===== src/hw/rtl/sbs_pkg.sv =====
// ----------------------------------------------------------------------------
// sbs_pkg
// Shared types and constants of the signature byte scanner.
// ----------------------------------------------------------------------------
package sbs_pkg;

    localparam int NUM_SIGS_DEF    = 8;
    localparam int MAX_SIG_LEN_DEF = 64;
    localparam int MAX_RESULTS     = 8;
    localparam int RES_W           = $clog2(MAX_RESULTS + 1);

    localparam logic [15:0] SCAN_LIMIT_RST = 16'd10000;

    localparam int APB_ADDR_W = 3;
    localparam int IN_DATA_W  = 24;
    localparam int OUT_DATA_W = 32;

    typedef enum logic [1:0] {
        CMD_WR_BYTE    = 2'd0,
        CMD_SET_LEN    = 2'd1,
        CMD_NEW_STREAM = 2'd2,
        CMD_SCAN       = 2'd3
    } cmd_t;

    typedef enum logic [2:0] {
        ST_IDLE,
        ST_ROTATE,
        ST_COMPARE,
        ST_REDUCE,
        ST_REPORT
    } state_t;

    typedef struct packed {
        logic shift;
        logic wr;
    } cell_ctrl_t;

endpackage


===== src/hw/rtl/sbs_report.sv =====
// ----------------------------------------------------------------------------
// sbs_report
// Walks the match vector of one byte in slot order and drives the report
// stream through an output register.
// ----------------------------------------------------------------------------
module sbs_report #(
    parameter int NUM_SIGS = 8,
    parameter int SLOT_W   = 3,
    parameter int LEN_W    = 7
) (
    input  logic                           clk,
    input  logic                           rst_n,
    input  logic                           start,
    input  logic [NUM_SIGS-1:0]            match_vec,
    input  logic [15:0]                    count_in,
    input  logic [NUM_SIGS-1:0][LEN_W-1:0] lens,
    output logic                           busy,
    output logic                           m_tvalid,
    input  logic                           m_tready,
    output logic [31:0]                    m_tdata,   // match_slot, start_offset, match_length
    output logic                           m_tlast
);
    import sbs_pkg::*;

    logic [NUM_SIGS-1:0] pend_reg;
    logic [RES_W-1:0]    nrep_reg;
    logic [15:0]         count_reg;
    logic                out_valid_reg;
    logic [2:0]          out_slot_reg;
    logic [15:0]         out_off_reg;
    logic [6:0]          out_len_reg;
    logic                out_last_reg;

    logic [NUM_SIGS-1:0] iso;
    logic [NUM_SIGS-1:0] rest;
    logic [SLOT_W-1:0]   pick;
    logic [LEN_W-1:0]    pick_len;
    logic                load;
    logic                pick_last;

    always_comb
    begin
        // lowest pending slot
        iso  = pend_reg & (~pend_reg + 1'b1);
        rest = pend_reg & ~iso;
        pick = '0;
        for (int s = 0; s < NUM_SIGS; s++)
        begin
            if (iso[s])
            begin
                pick = pick | SLOT_W'(s);
            end
        end
        pick_len  = lens[pick];
        load      = (pend_reg != '0) && (!out_valid_reg || m_tready);
        pick_last = (rest == '0) || (nrep_reg == RES_W'(MAX_RESULTS - 1));
    end

    always_ff @(posedge clk or negedge rst_n)
    begin
        if (!rst_n)
        begin
            pend_reg      <= '0;
            nrep_reg      <= '0;
            out_valid_reg <= 1'b0;
        end
        else
        begin
            if (start)
            begin
                pend_reg <= match_vec;
                nrep_reg <= '0;
            end
            else if (load)
            begin
                pend_reg <= pick_last ? '0 : rest;
                nrep_reg <= nrep_reg + 1'b1;
            end
            if (load)
            begin
                out_valid_reg <= 1'b1;
            end
            else if (m_tready)
            begin
                out_valid_reg <= 1'b0;
            end
        end
    end

    always_ff @(posedge clk)
    begin
        if (start)
        begin
            count_reg <= count_in;
        end
        if (load)
        begin
            out_slot_reg <= 3'(pick);
            out_off_reg  <= count_reg - 16'(pick_len);
            out_len_reg  <= 7'(pick_len);
            out_last_reg <= pick_last;
        end
    end

    assign busy     = (pend_reg != '0);
    assign m_tvalid = out_valid_reg;
    assign m_tdata  = {6'b0, out_len_reg, out_off_reg, out_slot_reg};
    assign m_tlast  = out_last_reg;

endmodule


===== config.mk =====
export PLATFORM = sky130hd
export DESIGN_NAME = sbs_report
export DESIGN_NICKNAME = d
export VERILOG_FILES = /design/src/hw/rtl/sbs_pkg.sv /design/src/hw/rtl/sbs_report.sv
export SDC_FILE = /design/constraint.sdc
export NUM_CORES = 1
export LEC_CHECK = 0
export ABC_CLOCK_PERIOD_IN_PS = 5500
export BUFFER_PORTS_ARGS = -buffer_cell sky130_fd_sc_hd__buf_2
export CAP_MARGIN = 5
export CORE_ASPECT_RATIO = 1.4
export CORE_MARGIN = 4
export CORE_UTILIZATION = 40
export DETAILED_ROUTE_END_ITERATION = 12
export PLACE_DENSITY = 0.69
export SLEW_MARGIN = 20
export SYNTH_ARGS = -nofsm -noshare
export SYNTH_HDL_FRONTEND = slang
export SYNTH_SLANG_ARGS = --single-unit

===== constraint.sdc =====
create_clock -name clk -period 5.5 [get_ports clk]
set_input_delay 1.1 -clock clk [delete_from_list [all_inputs] [get_ports clk]]
set_output_delay 1.1 -clock clk [all_outputs]
set_load 0.1 [all_outputs]

==> run metrics <==
status=complete, no violations; total wire length=9580 um; total power of the final layout=roughly 1800 uW; CORE AREA=approximately 0.0087 mm2; post-route antenna net violation count=0; Skew-Pair Late Insertion Delay=290 ps; cts-stage hold buffer count=0; count of clock tree sinks=56; antenna violations before repair=1; aggregate negative setup slack=0 ps; placed cells=581; total of flip-flops plus latches after synthesis=56; share of synthesized flip-flops with an asynchronous set or reset=0.2321; final number of setup-violating endpoints=0; highest-utilization routing layer at the global route stage=met2; pin count of the biggest net entering global routing=37; fin cells=590; relative max-transition margin=0.4321; detailed-router iteration count before antenna repair=4; global routing usage on met1=0.2040; Crit Reg-Reg Startpoint=pend_reg[4]; most common flop cell mapped by yosys=sky130_fd_sc_hd__edfxtp_1; post-place setup slack=between 900 and 1000 ps; post-layout minimum cycle time=about 4600 ps; Worst Hold Path EP=m_tvalid; area of the mapped netlist=between 0.003 and 0.004 mm2; Bufs on Longest Clock Path=2; initial core utilization=0.4156; final hold violation count=0; worst endpoint data arrival time=around 4600 ps; setup slack, reg-to-reg=slightly above 900 ps; highest net fanout along the worst path=20; RSZ-0062 raised after global routing=no; area delta synth->final=20.79%; total global-route track usage=0.1822; floorplan die height=~120 um; synthesized area divided by synthesized cell count=about 9.4 um2; share of final-layout standard cells stronger than drive strength 1=0.2975; clock-pin slew on the worst setup and hold paths=about 70 ps; wire length per cell after detailed routing=16.24 um; start point of the worst hold path=m_tvalid; Layout Nets=~580; Clk Tree Root Cell=sky130_fd_sc_hd__clkbuf_16; I/O pin cnt=119; worst endpoint required time=5530 ps; path type of the worst setup path=reg -> reg; CTS H-Tree Depth=2; DPL Wire Length=between 7000 and 8000 um; endpoint kind of the worst setup timing path=flip-flop; Critical R2R Capture=out_off_reg[15]; Synth Warn #=0; crit share post-route=0.8304; number of synthesized flops with an enable pin=between 40 and 50; number of buffers inserted by post-CTS setup repair=0; Worst Max-Slew Pin Slew=~840 ps; total vias in the final route=3246; fraction of the yosys area taken by sequential cells=0.4492; total die area=0.01060 mm2; final critical-path setup slack=a little over 900 ps; met3 global-route usage=0.03067; Syn Inst Count=approximately 380; GPL Wtd Cong=between 0.8 and 0.9; cell area power density=slightly above 400 mW/mm2; Peak Freq=between 0.2 and 0.25 GHz; clock tree from TritonCTS=done; overall die width=88.16 um; number of instances resized during post-cts repair=0; startpoint kind of the worst setup timing path=flip-flop; max-slew violation total from the final report=0; number of buffers created by CTS=5; GR Layer Usage met2=0.3254; number of global-route vias before repair=3241; number of distinct library cells after synthesis=67; number of stages on the worst hold path=1; static power due to leakage=about 0.0019 uW; Peak supply drop=about 0.4 mV; cell depth of the worst flop-to-flop path=17; mean number of vias per cell=5.502; maximum capacitance violations=0; GRT Residual Overflow=0; first-pass GRT wire length=roughly 15000 um; Fin Clk Skew=around 3.3 ps; Hold Path Class=reg -> reg; number of I/O port buffers=112; 1st-iter DRT viols=~270; row cnt=40; DRC violation count after routing=0
==> cell usage in the layout, fill, tap and decap left out, drive strengths merged, types with 4 or more instances in the layout <==
cell / Yosys / routed
xnor2: 8 / 8
clkbuf: 8 / 6
nand2: 72 / 72
a21oi: 7 / 7
a31oi: 7 / 7
a311oi: 5 / 5
a311o: 5 / 5
edfxtp: 43 / 43
inv: 22 / 23
nand4: 4 / 4
nor4: 4 / 4
nor3: 12 / 12
nor2: 22 / 22
or3: 4 / 4
conb: 1 / 6
o211ai: 5 / 5
nand3: 28 / 28
and3: 6 / 6
nand2b: 5 / 5
ha: 7 / 7
a21o: 4 / 4
o21ai: 32 / 32
dfrtp: 13 / 13
a211oi: 5 / 5
buf: 17 / 114
==> through the flow <==
step           hold WS, ps  cell area, um2  utilization
2_1_floorplan        505.3            3617            -
3_3_place_gp         523.6            4192       0.4841
3_5_place_dp         526.1            4192       0.4841
4_1_cts              544.8            4344       0.5017
5_1_grt              569.2            4347       0.5020
6_report             539.8            4347       0.5020
==> report_power, final <==
| group | total [uW] | switching (uW) | internal (uW) |
|---|---|---|---|
| clock network | 329 | 146 | 182 |
| registers | 581 | 38.6 | 543 |
| logic | 853 | 645 | 208 |
| total | 1760 | 830 | 933 |
==> worst max path at each step <==
stage           startpoint              end  slack [ps]
2_1_floorplan  pend_reg[0]  out_off_reg[15]        1500
3_3_place_gp   pend_reg[0]  out_off_reg[15]        1050
3_5_place_dp   pend_reg[4]  out_off_reg[11]         990
4_1_cts        pend_reg[4]  out_off_reg[11]         930
5_1_grt        pend_reg[6]  out_off_reg[15]         540
6_report       pend_reg[4]  out_off_reg[15]         930
==> logic make-up (layout without fill, tap and decap cells) <==
family	Yosys count	count (layout)	synth area share
AOI/OAI and AO/OA	90	90	0.1933
adders and majority gates	10	10	0.03547
and+or+nand+nor	165	165	0.2267
muxes	2	2	0.005564
DFF	56	56	0.4492
buffers and inverters	47	144	0.06189
other	1	7	0.001042
xor gates and xnor gates	11	11	0.02678
==> area by class of cell <==
cell class	count	area, um2
fillers	840	4312
multi-input cells	284	1783
flip-flops and latches	56	1617
repair buffers	114	575.6
clock buffers	6	138.9
well taps	105	131.4
inverters	22	85.08
clock inverters	2	13.76
diodes	1	2.502
==> cells in the mapped netlist (5+ instances only) <==
cell                       instances  area, um2
sky130_fd_sc_hd__nand3_1          26      130.1
sky130_fd_sc_hd__buf_4             8      60.06
sky130_fd_sc_hd__o211ai_1          5      37.54
sky130_fd_sc_hd__ha_1              7      87.58
sky130_fd_sc_hd__a21oi_1           5      25.02
sky130_fd_sc_hd__a31oi_1           6      37.54
sky130_fd_sc_hd__nor3_1           12      60.06
sky130_fd_sc_hd__dfrtp_1          13      325.3
sky130_fd_sc_hd__and3_1            6      37.54
sky130_fd_sc_hd__a311o_1           5      50.05
sky130_fd_sc_hd__nand2_1          71      266.5
sky130_fd_sc_hd__nand2b_1          5      31.28
sky130_fd_sc_hd__o21ai_0          25      125.1
sky130_fd_sc_hd__edfxtp_1         43       1291
sky130_fd_sc_hd__nor2_1           22      82.58
sky130_fd_sc_hd__o21ai_1           6      30.03
sky130_fd_sc_hd__xnor2_1           8      70.07
sky130_fd_sc_hd__inv_1            20      75.07
sky130_fd_sc_hd__clkbuf_1          8      30.03
sky130_fd_sc_hd__buf_2             5      25.02
==> metal layers <==
layer | wire (um) | vias up
met2 | 5126 | 103
met1 | 3554 | 1525
li1 | - | 1597
met4 | 366 | 0
met3 | 532 | 21
met5 | 0 | -
==> worst max-delay path: stages (launching register included) <==
cell and delay (ps):
sky130_fd_sc_hd__dfrtp_1 540, sky130_fd_sc_hd__nand2b_1 250, sky130_fd_sc_hd__a221oi_2 270, sky130_fd_sc_hd__nor2_1 80, sky130_fd_sc_hd__buf_4 210, sky130_fd_sc_hd__inv_2 270, sky130_fd_sc_hd__nand2_1 80, sky130_fd_sc_hd__and3_1 170
sky130_fd_sc_hd__a311oi_1 210, sky130_fd_sc_hd__a31oi_1 140, sky130_fd_sc_hd__ha_1 290, sky130_fd_sc_hd__nor3_1 290, sky130_fd_sc_hd__nand2b_1 220, sky130_fd_sc_hd__or3_1 460, sky130_fd_sc_hd__or3_1 420, sky130_fd_sc_hd__o21a_1 190
sky130_fd_sc_hd__a21oi_1 110, sky130_fd_sc_hd__nand3_1 100
Note: power is estimated with default switching activity, not from simulation.
