===== src/hw/rtl/sbs_pkg.sv =====
// ----------------------------------------------------------------------------
// sbs_pkg
// Shared types and constants of the signature byte scanner.
// ----------------------------------------------------------------------------
package sbs_pkg;

    localparam int NUM_SIGS_DEF    = 8;
    localparam int MAX_SIG_LEN_DEF = 64;
    localparam int MAX_RESULTS     = 8;
    localparam int RES_W           = $clog2(MAX_RESULTS + 1);

    localparam logic [15:0] SCAN_LIMIT_RST = 16'd10000;

    localparam int APB_ADDR_W = 3;
    localparam int IN_DATA_W  = 24;
    localparam int OUT_DATA_W = 32;

    typedef enum logic [1:0] {
        CMD_WR_BYTE    = 2'd0,
        CMD_SET_LEN    = 2'd1,
        CMD_NEW_STREAM = 2'd2,
        CMD_SCAN       = 2'd3
    } cmd_t;

    typedef enum logic [2:0] {
        ST_IDLE,
        ST_ROTATE,
        ST_COMPARE,
        ST_REDUCE,
        ST_REPORT
    } state_t;

    typedef struct packed {
        logic shift;
        logic wr;
    } cell_ctrl_t;

endpackage


===== src/hw/rtl/sbs_cell.sv =====
// ----------------------------------------------------------------------------
// sbs_cell
// One window position: holds a stream byte and one signature byte per slot,
// shifts both along the chain and flags per slot whether this position agrees.
// ----------------------------------------------------------------------------
module sbs_cell #(
    parameter int NUM_SIGS = 8,
    parameter int SLOT_W   = 3,
    parameter int LEN_W    = 7,
    parameter int CELL_IDX = 0
) (
    input  logic                           clk,
    input  sbs_pkg::cell_ctrl_t            ctrl,
    input  logic [SLOT_W-1:0]              wr_slot,
    input  logic [7:0]                     wr_value,
    input  logic [7:0]                     win_in,
    output logic [7:0]                     win_out,
    input  logic [NUM_SIGS-1:0]            rot_en,
    input  logic [NUM_SIGS-1:0][7:0]       sig_in,
    output logic [NUM_SIGS-1:0][7:0]       sig_out,
    input  logic [NUM_SIGS-1:0][LEN_W-1:0] lens,
    output logic [NUM_SIGS-1:0]            ok
);
    import sbs_pkg::*;

    logic [7:0]                win_reg;
    logic [NUM_SIGS-1:0][7:0]  sig_reg;
    logic [NUM_SIGS-1:0]       ok_reg;

    always_ff @(posedge clk)
    begin
        if (ctrl.shift)
        begin
            win_reg <= win_in;
        end
        for (int s = 0; s < NUM_SIGS; s++)
        begin
            if (rot_en[s])
            begin
                sig_reg[s] <= sig_in[s];
            end
            else if (ctrl.wr && (wr_slot == SLOT_W'(s)))
            begin
                sig_reg[s] <= wr_value;
            end
            // positions at or beyond the slot length do not take part
            ok_reg[s] <= (win_reg == sig_reg[s]) || (LEN_W'(CELL_IDX) >= lens[s]);
        end
    end

    assign win_out = win_reg;
    assign sig_out = sig_reg;
    assign ok      = ok_reg;

endmodule


===== config.mk =====
export PLATFORM = sky130hd
export DESIGN_NAME = sbs_cell
export DESIGN_NICKNAME = d
export VERILOG_FILES = /design/src/hw/rtl/sbs_pkg.sv /design/src/hw/rtl/sbs_cell.sv
export SDC_FILE = /design/constraint.sdc
export NUM_CORES = 1
export LEC_CHECK = 0
export ABC_AREA = 1
export BUFFER_PORTS_ARGS = -buffer_cell sky130_fd_sc_hd__buf_2
export CELL_PAD_IN_SITES_DETAIL_PLACEMENT = 1
export CELL_PAD_IN_SITES_GLOBAL_PLACEMENT = 2
export CORE_ASPECT_RATIO = 2
export CORE_MARGIN = 2
export CORE_UTILIZATION = 26
export DETAILED_ROUTE_END_ITERATION = 12
export GPL_TIMING_DRIVEN = 0
export MAX_ROUTING_LAYER = met4
export PLACE_DENSITY_LB_ADDON = 0.1
export RECOVER_POWER = 50
export SLEW_MARGIN = 20
export SYNTH_ARGS = -nofsm -noshare
export SYNTH_HDL_FRONTEND = slang
export SYNTH_SLANG_ARGS = --single-unit

===== constraint.sdc =====
create_clock -name clk -period 2.8 [get_ports clk]
set_input_delay 0.28 -clock clk [delete_from_list [all_inputs] [get_ports clk]]
set_output_delay 0.28 -clock clk [all_outputs]
set_load 0.03 [all_outputs]

==> results of run 1 <==
[per-layer routing]
metal / vias up / share of wire, % / track usage [%]
li1: 2196 / - / -
met1: 2002 / 37 / 21.8
met2: 153 / 53 / 36.1
met3: 24 / 6.2 / 3.38
met4: 0 / 3.1 / 8.41
met5: - / 0 / -
[cells by family after synthesis]
group | synth area share [%]
AND/OR/NAND/NOR | 25.0
flip-flops | 53.1
AO/OA/AOI/OAI | 8.70
buffers and inverters | 8.41
XOR/XNOR | 4.81
[worst min-delay path by stage]
stage               startpoint         end  slack [ns]  depth (start not counted)
floorplan            win_in[0]  win_out[0]        0.38                          0
global placement     win_in[6]  win_out[6]        0.46                          1
detailed placement   win_in[6]  win_out[6]        0.46                          1
CTS                  win_in[6]  win_out[6]         0.1                          1
global route         win_in[6]  win_out[6]         0.1                          1
finish               win_in[6]  win_out[6]        0.11                          1
[metrics by stage]
stage	hold slack (ns)	instances	cell area [um^2]	util, %	power [W]
finish	0.111	990	6020	36.3	0.00355
global placement	0.458	970	5780	34.8	0.00242
CTS	0.0960	986	6060	36.5	0.00362
detailed placement	0.459	970	5780	34.8	0.00244
floorplan	0.379	534	4370	-	0.00206
global route	0.0976	990	6020	36.3	0.00373
[cells in the final DEF, fill, tap and decap left out, drive strengths merged]
cell / count
nand2: 238
clkbuf: 48
dfxtp: 8
nor3: 8
o21ai: 64
inv: 54
bufinv: 1
nor2: 32
edfxtp: 72
xnor2: 24
clkinv: 6
nand3: 8
buf: 208
o21bai: 8
diode: 4
[where the power goes]
| part | total, W | switching [W] | internal [W] |
|---|---|---|---|
| Sequential | 0.00151 | 0.0000763 | 0.00144 |
| Clock | 0.00117 | 0.000486 | 0.000684 |
| Combinational | 0.000870 | 0.000587 | 0.000283 |
| Total | 0.00355 | 0.00115 | 0.00240 |
[area by class of cell]
class	instances	area [um^2]	area share, %
sequential	80	2320	38.6
multi-input combinational	382	1680	28.0
timing repair buffer	229	1100	18.3
tap	207	259	4.30
inverter	56	238	3.95
clock buffer	11	233	3.87
buffer	16	123	2.04
clock inverter	5	48.8	0.811
antenna	4	10.0	0.166
==> run_summary.xml, run 1 <==
<?xml version="1.0" encoding="UTF-8"?>
<metrics>
  <group name="run_status">
    <metric name="status" unit="">complete, no violations</metric>
  </group>
  <group name="cts">
    <metric name="tritoncts.num_buffers" unit="">9</metric>
    <metric name="clkSlewWorstSetupHoldPaths" unit="ns">0.06</metric>
    <metric name="cts_tree" unit="">built</metric>
    <metric name="tritoncts_num_sinks" unit="">80</metric>
    <metric name="post_cts_sizing" unit="">0</metric>
    <metric name="cts_htree_levels" unit="">3</metric>
    <metric name="worst_skew_pair_latency" unit="ns">0.34</metric>
    <metric name="cts.hold.buffers_added" unit="">0</metric>
    <metric name="root_buffer" unit="">sky130_fd_sc_hd__clkbuf_16</metric>
    <metric name="cts_post_setup_buffers_inserted" unit="">0</metric>
    <metric name="max-clock-path-buffers" unit="">2</metric>
  </group>
  <group name="synthesis">
    <metric name="synth.cell_area" unit="um^2">4370</metric>
    <metric name="syn-mean-instance-area" unit="um^2">8.19</metric>
    <metric name="total_of_flip_flops_plus_latches_after_synthesis" unit="">80</metric>
    <metric name="post_synth_main_area_contributors" unit="">sky130_fd_sc_hd__edfxtp_1, sky130_fd_sc_hd__nand2_1, sky130_fd_sc_hd__o21ai_0</metric>
    <metric name="syn_nets" unit="">684</metric>
    <metric name="library_cell_occupying_the_most_area_in_the_post_synthesis_netlist" unit="">sky130_fd_sc_hd__edfxtp_1</metric>
    <metric name="post_synth_inst_count" unit="">534</metric>
    <metric name="synth_edf_count" unit="">72</metric>
    <metric name="synth_top_area_share" unit="%">49.4</metric>
    <metric name="synth.cells.most_frequent" unit="">sky130_fd_sc_hd__nand2_1, sky130_fd_sc_hd__edfxtp_1, sky130_fd_sc_hd__o21ai_0, sky130_fd_sc_hd__inv_1, sky130_fd_sc_hd__nor2_1</metric>
    <metric name="synth_seq_area_share" unit="%">53.1</metric>
    <metric name="yosysMostFrequentCell" unit="">sky130_fd_sc_hd__nand2_1</metric>
    <metric name="yosys_most_used_dff" unit="">sky130_fd_sc_hd__edfxtp_1</metric>
    <metric name="synthArstFlopShare" unit="%">0</metric>
    <metric name="synth_cell_type_count" unit="">15</metric>
    <metric name="synth_warnings" unit="">0</metric>
  </group>
  <group name="grt">
    <metric name="first_global_vias" unit="">4489</metric>
    <metric name="number_of_antenna_violations_at_the_first_check_in_global_routing" unit="">4</metric>
    <metric name="pin_count_of_the_biggest_net_entering_global_routing" unit="">14</metric>
    <metric name="grtUsageTotal" unit="%">20.4</metric>
    <metric name="globalRouteOverflowTotal" unit="">0</metric>
    <metric name="global_route_wire_length_before_repair" unit="um">25100</metric>
  </group>
  <group name="placement">
    <metric name="place.gp.congestion" unit="">0.771</metric>
    <metric name="preCtsSetupSlack" unit="ns">1.06</metric>
    <metric name="buffer_ports.inserted" unit="">229</metric>
    <metric name="placed_wire_length_estimate" unit="um">13300</metric>
  </group>
  <group name="routing">
    <metric name="dr_total_vias" unit="">4375</metric>
    <metric name="route.antenna.remaining_nets" unit="">0</metric>
    <metric name="drcViolationCount" unit="">0</metric>
    <metric name="wire_per_inst" unit="um">17.5</metric>
    <metric name="drtIter0Drc" unit="">141</metric>
    <metric name="detailedRoute.firstPassIterationCount" unit="">4</metric>
    <metric name="route.detailed.vias_per_inst" unit="">4.42</metric>
    <metric name="routed_wl" unit="um">17300</metric>
  </group>
  <group name="finish">
    <metric name="layout-drive-gt1-share" unit="%">29.0</metric>
    <metric name="fillers" unit="">2132</metric>
    <metric name="largest_register_ffs" unit="">64</metric>
    <metric name="num-nets-final" unit="">924</metric>
    <metric name="area_growth_syn_to_layout" unit="%">37.6</metric>
  </group>
  <group name="sta">
    <metric name="fin_worst_skew" unit="ns">0.00580</metric>
    <metric name="fmax" unit="GHz">0.557</metric>
    <metric name="setup_viol" unit="">0</metric>
    <metric name="timing.final.crit_share" unit="%">64.1</metric>
    <metric name="slew_headroom" unit="%">42.3</metric>
    <metric name="finalHoldViolCount" unit="">0</metric>
    <metric name="drv_slew" unit="">0</metric>
    <metric name="grt_setup_unrepaired" unit="">no</metric>
    <metric name="timing_worst_slew_pin_value" unit="ns">0.863</metric>
    <metric name="final_period_minus_worst_setup_slack" unit="ns">1.80</metric>
    <metric name="fin_setup_tns" unit="ns">0</metric>
    <metric name="worst_slack" unit="ns">1.00</metric>
  </group>
  <group name="setup_path">
    <metric name="critical-path-max-stage-delay" unit="ns">0.63</metric>
    <metric name="path_cells" unit="">clkbuf_1 &gt; clkinv_4 &gt; nand2_1 &gt; nand2_1 &gt; nand2_1 &gt; nor2_1 &gt; nand2_1 &gt; nand2_1</metric>
    <metric name="crit_path_frequent_cell" unit="">sky130_fd_sc_hd__nand2_1</metric>
    <metric name="cp-end-kind" unit="">flip-flop</metric>
    <metric name="worstSetupPathDepth" unit="">8</metric>
    <metric name="reg2reg_setup_slack" unit="ns">1.00</metric>
    <metric name="rr_startpoint" unit="">win_out[1]</metric>
    <metric name="worstRegToRegCells" unit="">8</metric>
    <metric name="critical-path-top-delay-family" unit="">buffers and inverters</metric>
    <metric name="required" unit="ns">3.04</metric>
    <metric name="setup.worst_path.class" unit="">reg2reg</metric>
    <metric name="cpMaxStageDelayCell" unit="">sky130_fd_sc_hd__clkbuf_1</metric>
    <metric name="timing.rr.end" unit="">ok[2]</metric>
    <metric name="start_kind" unit="">flip-flop</metric>
    <metric name="critPathCapture" unit="">ok[2]</metric>
    <metric name="critPathBufInv" unit="">2</metric>
    <metric name="crit_arrival" unit="ns">2.03</metric>
    <metric name="crit_start" unit="">win_out[1]</metric>
    <metric name="worst-path-max-fanout" unit="">9</metric>
  </group>
  <group name="die">
    <metric name="dieWidth" unit="um">95.7</metric>
    <metric name="design.core.area" unit="um^2">16600</metric>
    <metric name="fp.dieH" unit="um">187</metric>
    <metric name="floorplan.die_area" unit="um^2">17900</metric>
    <metric name="num_io_pins" unit="">230</metric>
    <metric name="floorplan.initialDensity" unit="%">26.4</metric>
    <metric name="rows" unit="">67</metric>
  </group>
  <group name="min_path">
    <metric name="min_delay_path_class" unit="">in2reg</metric>
  </group>
  <group name="power">
    <metric name="worst_case_vdd_ir_drop" unit="V">0.000248</metric>
    <metric name="p_per_area" unit="nW/um^2">591</metric>
    <metric name="static-leakage-power" unit="nW">2.92</metric>
  </group>
  <group name="job">
    <metric name="max_cap_violations" unit="">0</metric>
  </group>
</metrics>
Power figures use the tool's default switching activity.
==> run 2, diff against run 1 <==
- CORE_UTILIZATION: 26 -> 22
- clock period: 2.8 -> 1.6 ns (I/O delays scaled with it)
==> run 2 against run 1 <==
  * First-iteration DRC count fell by 25%
  * Die area increased by 18%
  * Flip-flop and latch count stayed put
  * Combinational power rose by 80%
  * Sequential share of layout area is 1.1 points lower
  * Via count increased by 2.1%
  * Design area is 2.8% higher
  * Hold slack worse by 0.054 ns
  * Sequential power is 76% higher
==> run_summary.xml, run 2 (synthesis results as in run 1) <==
<?xml version="1.0" encoding="UTF-8"?>
<metrics>
  <group name="die">
    <metric name="floorplan.die_area" unit="um^2">21100</metric>
    <metric name="design.core.area" unit="um^2">19700</metric>
    <metric name="floorplan.initialDensity" unit="%">22.2</metric>
    <metric name="num_io_pins" unit="">230</metric>
    <metric name="fp.dieH" unit="um">203</metric>
    <metric name="rows" unit="">73</metric>
    <metric name="dieWidth" unit="um">104</metric>
  </group>
  <group name="setup_path">
    <metric name="critPathBufInv" unit="">2</metric>
    <metric name="setup.worst_path.class" unit="">reg2reg</metric>
    <metric name="path_cells" unit="">buf_6 &gt; inv_8 &gt; nand2_1 &gt; nand2_1 &gt; nand2_1 &gt; nor2_1 &gt; nand2_1 &gt; nand2_1</metric>
    <metric name="worst-path-max-fanout" unit="">9</metric>
    <metric name="start_kind" unit="">flip-flop</metric>
    <metric name="crit_path_frequent_cell" unit="">sky130_fd_sc_hd__nand2_1</metric>
    <metric name="critical-path-top-delay-family" unit="">simple AND/OR/NAND/NOR gates</metric>
    <metric name="required" unit="ns">1.91</metric>
    <metric name="crit_arrival" unit="ns">1.57</metric>
    <metric name="cpMaxStageDelayCell" unit="">sky130_fd_sc_hd__edfxtp_1</metric>
    <metric name="cp-end-kind" unit="">flip-flop</metric>
    <metric name="critical-path-max-stage-delay" unit="ns">0.41</metric>
  </group>
  <group name="cts">
    <metric name="post_cts_sizing" unit="">0</metric>
    <metric name="tritoncts_num_sinks" unit="">80</metric>
    <metric name="root_buffer" unit="">sky130_fd_sc_hd__clkbuf_16</metric>
    <metric name="max-clock-path-buffers" unit="">2</metric>
    <metric name="cts_post_setup_buffers_inserted" unit="">0</metric>
    <metric name="clkSlewWorstSetupHoldPaths" unit="ns">0.06</metric>
    <metric name="worst_skew_pair_latency" unit="ns">0.36</metric>
    <metric name="tritoncts.num_buffers" unit="">9</metric>
    <metric name="cts_htree_levels" unit="">3</metric>
    <metric name="cts_tree" unit="">built</metric>
  </group>
  <group name="grt">
    <metric name="global_route_wire_length_before_repair" unit="um">27600</metric>
    <metric name="first_global_vias" unit="">4810</metric>
    <metric name="global_route.usage.met3" unit="%">3.48</metric>
    <metric name="number_of_antenna_violations_at_the_first_check_in_global_routing" unit="">0</metric>
    <metric name="grt_met2_use" unit="%">36.5</metric>
    <metric name="globalRouteOverflowTotal" unit="">0</metric>
    <metric name="grt_use_met1" unit="%">18.5</metric>
    <metric name="grtUsageTotal" unit="%">18.7</metric>
    <metric name="grt_most_used_layer" unit="">met2</metric>
    <metric name="pin_count_of_the_biggest_net_entering_global_routing" unit="">13</metric>
  </group>
  <group name="sta">
    <metric name="final_period_minus_worst_setup_slack" unit="ns">1.26</metric>
    <metric name="slew_headroom" unit="%">46.8</metric>
    <metric name="finalHoldViolCount" unit="">0</metric>
    <metric name="timing_worst_slew_pin_value" unit="ns">0.797</metric>
    <metric name="drv_slew" unit="">0</metric>
    <metric name="fmax" unit="GHz">0.791</metric>
    <metric name="timing.final.crit_share" unit="%">79.0</metric>
    <metric name="fin_setup_tns" unit="ns">0</metric>
    <metric name="fin_worst_skew" unit="ns">0.00509</metric>
    <metric name="worst_slack" unit="ns">0.336</metric>
    <metric name="grt_setup_unrepaired" unit="">no</metric>
    <metric name="setup_viol" unit="">0</metric>
  </group>
  <group name="job">
    <metric name="max_cap_violations" unit="">0</metric>
  </group>
  <group name="finish">
    <metric name="num_antenna_cells" unit="">0</metric>
    <metric name="utilization" unit="%">31.4</metric>
    <metric name="most-common-layout-cells" unit="">sky130_fd_sc_hd__nand2_1, sky130_fd_sc_hd__buf_2, sky130_fd_sc_hd__edfxtp_1, sky130_fd_sc_hd__o21ai_0, sky130_fd_sc_hd__inv_1</metric>
    <metric name="mostFrequentLayoutCell" unit="">sky130_fd_sc_hd__nand2_1</metric>
    <metric name="layout-drive-gt1-share" unit="%">31.4</metric>
    <metric name="num-nets-final" unit="">932</metric>
    <metric name="largest_register_ffs" unit="">64</metric>
    <metric name="layout.cell_area.non_filler" unit="um^2">6190</metric>
    <metric name="area_growth_syn_to_layout" unit="%">41.5</metric>
  </group>
  <group name="routing">
    <metric name="detailedRoute.firstPassIterationCount" unit="">4</metric>
    <metric name="route.detailed.vias_per_inst" unit="">4.26</metric>
    <metric name="drtIter0Drc" unit="">106</metric>
    <metric name="drcViolationCount" unit="">0</metric>
    <metric name="dr_total_vias" unit="">4468</metric>
    <metric name="wire_per_inst" unit="um">18.0</metric>
    <metric name="routed_wl" unit="um">18900</metric>
    <metric name="route.antenna.remaining_nets" unit="">0</metric>
  </group>
  <group name="placement">
    <metric name="placed_wire_length_estimate" unit="um">14800</metric>
    <metric name="place.gp.congestion" unit="">0.761</metric>
    <metric name="buffer_ports.inserted" unit="">229</metric>
    <metric name="preCtsSetupSlack" unit="ns">-0.00385</metric>
    <metric name="placed_area" unit="um^2">5850</metric>
  </group>
  <group name="run_status">
    <metric name="status" unit="">complete, no violations</metric>
  </group>
  <group name="power">
    <metric name="worst_case_vdd_ir_drop" unit="V">0.000443</metric>
    <metric name="static-leakage-power" unit="nW">3.02</metric>
    <metric name="p_per_area" unit="nW/um^2">1010</metric>
  </group>
  <group name="min_path">
    <metric name="min_delay_path_class" unit="">in2reg</metric>
  </group>
</metrics>
run 2: changes by cell type in the layout (fill, tap and decap cells not counted), sizes merged:
cell	before	now
buf	208	230
clkbuf	48	26
diode	4	0
dlygate4sd3	0	8
run 2: tightest hold or removal path, stage by stage:
cell                      delay (ns)
sky130_fd_sc_hd__buf_2          0.08
sky130_fd_sc_hd__nor3_1         0.03
sky130_fd_sc_hd__nand3_1        0.06
sky130_fd_sc_hd__nand2_1        0.05
run 2: layer usage:
| layer | wire (um) | share of wire, % | vias up |
|---|---|---|---|
| met5 | 0 | 0 | - |
| met3 | 813 | 4.3 | 11 |
| met1 | 6800 | 36 | 2116 |
| met4 | 255 | 1.4 | 0 |
| met2 | 11000 | 58 | 134 |
| li1 | - | - | 2207 |
run 2: power breakdown:
part	internal (W)	switching [W]	total, W
Sequential	0.00252	0.000146	0.00266
Clock	0.00119	0.000851	0.00204
Combinational	0.000527	0.00104	0.00157
Total	0.00424	0.00203	0.00627
run 2: path summary, 6_finish.rpt:
path	startpoint	endpoint	slack, ns	cells past startpoint
max	win_out[5]	ok[3]	0.34	8
min reg2reg	sig_out[19]	ok[2]	0.67	5
max reg2reg	win_out[5]	ok[3]	0.34	8
min	lens[6]	ok[0]	0.06	4
run 2: final cells by class:
cell class	instances	area, um^2
clock inverter	5	47.5
timing repair buffer	237	1210
buffer	16	130
fill	2495	13500
multi-input combinational	382	1680
sequential	80	2320
tap	262	328
inverter	56	238
clock buffer	11	233
run 2: timing repair:
item / CTS / global route
hold endpoints to repair: 8 / 0
hold buffers: 8 / 0
setup endpoints to repair: 0 / 0
run 2: through the flow:
stage / power (W) / hold WS (ns) / std cells
2_1_floorplan: 0.00361 / 0.259 / 534
5_1_grt: 0.00658 / 0.0735 / 1049
4_1_cts: 0.00639 / 0.0431 / 1049
6_report: 0.00627 / 0.0568 / 1049
3_3_place_gp: 0.00424 / 0.339 / 1025
3_5_place_dp: 0.00430 / 0.339 / 1025
==> run 3, diff against run 2 <==
- CORE_UTILIZATION: 22 -> 24
- clock period: 1.6 -> 1.3 ns (I/O delays scaled with it)
==> run 3 against run 2 <==
  * Hold slack worse by 0.021 ns
  * Die area shrank 8.1%
  * Power rose by 28%
  * Flip-flop and latch count stayed put
  * Clock skew fell by 0.0020 ns
  * Routed wire length is 4.6% lower
  * Core utilization increased by 4.0 points
  * First-iteration DRC count fell by 9.4%
  * Global-route usage increased by 0.30 points
  * Critical path type unchanged
  * Highest routed layer unchanged
==> run_summary.xml, run 3 (synthesis results as in run 1) <==
<?xml version="1.0" encoding="UTF-8"?>
<metrics>
  <group name="run_status">
    <metric name="status" unit="">complete, no violations</metric>
  </group>
  <group name="die">
    <metric name="floorplan.die_area" unit="um^2">19400</metric>
    <metric name="num_io_pins" unit="">230</metric>
    <metric name="fp.dieH" unit="um">195</metric>
    <metric name="floorplan.initialDensity" unit="%">24.6</metric>
    <metric name="dieWidth" unit="um">99.5</metric>
    <metric name="design.core.area" unit="um^2">17800</metric>
    <metric name="rows" unit="">69</metric>
  </group>
  <group name="power">
    <metric name="static-leakage-power" unit="nW">3.08</metric>
    <metric name="worst_case_vdd_ir_drop" unit="V">0.000502</metric>
    <metric name="p_per_area" unit="nW/um^2">1270</metric>
  </group>
  <group name="setup_path">
    <metric name="critPathBufInv" unit="">2</metric>
    <metric name="cp-end-kind" unit="">flip-flop</metric>
    <metric name="timing.rr.end" unit="">ok[6]</metric>
    <metric name="crit_path_frequent_cell" unit="">sky130_fd_sc_hd__nand2_1</metric>
    <metric name="rr_startpoint" unit="">win_out[5]</metric>
    <metric name="setup.worst_path.class" unit="">reg2reg</metric>
    <metric name="cpMaxStageDelayCell" unit="">sky130_fd_sc_hd__edfxtp_1</metric>
    <metric name="worstRegToRegCells" unit="">8</metric>
    <metric name="start_kind" unit="">flip-flop</metric>
    <metric name="reg2reg_setup_slack" unit="ns">0.07</metric>
    <metric name="crit_arrival" unit="ns">1.47</metric>
    <metric name="critical-path-top-delay-family" unit="">flip-flops</metric>
    <metric name="critPathCapture" unit="">ok[6]</metric>
    <metric name="path_cells" unit="">buf_12 &gt; buf_4 &gt; nand2_1 &gt; nand2_1 &gt; nand2_1 &gt; nor2_1 &gt; nand2_1 &gt; nand2_1</metric>
    <metric name="critical-path-max-stage-delay" unit="ns">0.45</metric>
    <metric name="worst-path-max-fanout" unit="">6</metric>
    <metric name="required" unit="ns">1.54</metric>
    <metric name="worstSetupPathDepth" unit="">8</metric>
    <metric name="crit_start" unit="">win_out[5]</metric>
  </group>
  <group name="cts">
    <metric name="cts_htree_levels" unit="">3</metric>
    <metric name="worst_skew_pair_latency" unit="ns">0.35</metric>
    <metric name="tritoncts.num_buffers" unit="">9</metric>
    <metric name="clkSlewWorstSetupHoldPaths" unit="ns">0.06</metric>
    <metric name="cts_tree" unit="">built</metric>
    <metric name="root_buffer" unit="">sky130_fd_sc_hd__clkbuf_16</metric>
    <metric name="tritoncts_num_sinks" unit="">80</metric>
    <metric name="max-clock-path-buffers" unit="">2</metric>
  </group>
  <group name="placement">
    <metric name="place.gp.congestion" unit="">0.817</metric>
    <metric name="preCtsSetupSlack" unit="ns">-0.255</metric>
    <metric name="placed_wire_length_estimate" unit="um">14300</metric>
    <metric name="buffer_ports.inserted" unit="">229</metric>
  </group>
  <group name="finish">
    <metric name="area_growth_syn_to_layout" unit="%">43.7</metric>
    <metric name="num_antenna_cells" unit="">0</metric>
    <metric name="mostFrequentLayoutCell" unit="">sky130_fd_sc_hd__nand2_1</metric>
    <metric name="largest_register_ffs" unit="">64</metric>
    <metric name="num-nets-final" unit="">942</metric>
    <metric name="most-common-layout-cells" unit="">sky130_fd_sc_hd__nand2_1, sky130_fd_sc_hd__buf_2, sky130_fd_sc_hd__edfxtp_1, sky130_fd_sc_hd__o21ai_0, sky130_fd_sc_hd__inv_1</metric>
    <metric name="layout-drive-gt1-share" unit="%">32.5</metric>
  </group>
  <group name="grt">
    <metric name="global_route_wire_length_before_repair" unit="um">26100</metric>
    <metric name="globalRouteOverflowTotal" unit="">0</metric>
    <metric name="first_global_vias" unit="">4790</metric>
    <metric name="grtUsageTotal" unit="%">19.0</metric>
    <metric name="pin_count_of_the_biggest_net_entering_global_routing" unit="">13</metric>
    <metric name="number_of_antenna_violations_at_the_first_check_in_global_routing" unit="">0</metric>
  </group>
  <group name="sta">
    <metric name="grt_setup_unrepaired" unit="">yes</metric>
    <metric name="final_period_minus_worst_setup_slack" unit="ns">1.23</metric>
    <metric name="fin_worst_skew" unit="ns">0.00309</metric>
    <metric name="drv_slew" unit="">0</metric>
    <metric name="timing.final.crit_share" unit="%">94.8</metric>
    <metric name="fin_setup_tns" unit="ns">0</metric>
    <metric name="fmax" unit="GHz">0.811</metric>
    <metric name="slew_headroom" unit="%">46.0</metric>
    <metric name="finalHoldViolCount" unit="">0</metric>
    <metric name="setup_viol" unit="">0</metric>
    <metric name="worst_slack" unit="ns">0.0672</metric>
    <metric name="timing_worst_slew_pin_value" unit="ns">0.809</metric>
  </group>
  <group name="routing">
    <metric name="dr_total_vias" unit="">4478</metric>
    <metric name="detailedRoute.firstPassIterationCount" unit="">4</metric>
    <metric name="drcViolationCount" unit="">0</metric>
    <metric name="route.antenna.remaining_nets" unit="">0</metric>
    <metric name="wire_per_inst" unit="um">17.8</metric>
    <metric name="drtIter0Drc" unit="">96</metric>
    <metric name="routed_wl" unit="um">18000</metric>
    <metric name="route.detailed.vias_per_inst" unit="">4.43</metric>
  </group>
  <group name="job">
    <metric name="max_cap_violations" unit="">0</metric>
  </group>
  <group name="min_path">
    <metric name="min_delay_path_class" unit="">in2reg</metric>
  </group>
</metrics>
run 3: changes by cell type in the layout (fill, tap and decap cells not counted), sizes merged:
cell    change
buf         +2
bufinv      +1
clkbuf     +10
clkinv      -3
run 3: repair_timing:
action | CTS | global route
resized for setup | 1 | 15
setup buffers | 0 | 10
hold buffers | 8 | 0
hold endpoints to repair | 8 | 0
pin swaps | 0 | 2
endpoints found under the setup margin | 1 | 6
gates cloned | 0 | 0
run 3: how the worst min path moves through the flow:
stage / from / to / slack [ns] / cells past startpoint
after global placement: win_in[5] / win_out[5] / 0.31 / 1
after CTS: lens[6] / ok[0] / 0.03 / 4
after floorplan: win_in[0] / win_out[0] / 0.23 / 0
after global routing: lens[41] / ok[5] / 0.05 / 4
final: lens[6] / ok[0] / 0.04 / 4
after detailed placement: win_in[6] / win_out[6] / 0.31 / 1
run 3: cell type report:
cell class | instances | area (um^2)
Buffer | 16 | 155
Clock buffer | 13 | 250
Clock inverter | 3 | 65.1
Fill cell | 2212 | 11500
Inverter | 56 | 250
Multi-Input combinational cell | 382 | 1700
Sequential cell | 80 | 2320
Tap cell | 213 | 267
Timing Repair Buffer | 247 | 1280
run 3: per-stage QoR:
step	cell area (um^2)	util, %	total power [W]	hold WS, ns	std cells
final	6280	35.3	0.00801	0.0359	1010
after global routing	6280	35.3	0.00837	0.0465	1010
after detailed placement	5790	32.5	0.00526	0.308	976
after floorplan	4370	-	0.00445	0.229	534
after global placement	5790	32.5	0.00520	0.310	976
after CTS	6180	34.8	0.00805	0.0276	1000
run 3: worst min-delay path, delay by kind of cell:
family	cells	cell delay, ns
buffers and inverters	1	0.07
and+or+nand+nor	3	0.13
run 3: where the power goes:
group	switching [W]	internal, W	leakage [nW]
combinational	0.00127	0.000689	2.16
clock	0.00104	0.00173	0.154
sequential	0.000183	0.00310	0.771
total	0.00249	0.00552	3.08
run 3: layer usage:
metal	track usage [%]	vias up	wire length, um
met5	-	-	0
met4	6.44	0	380
met3	3.27	17	869
met2	36.3	151	10200
met1	18.9	2093	6560
li1	-	2217	-
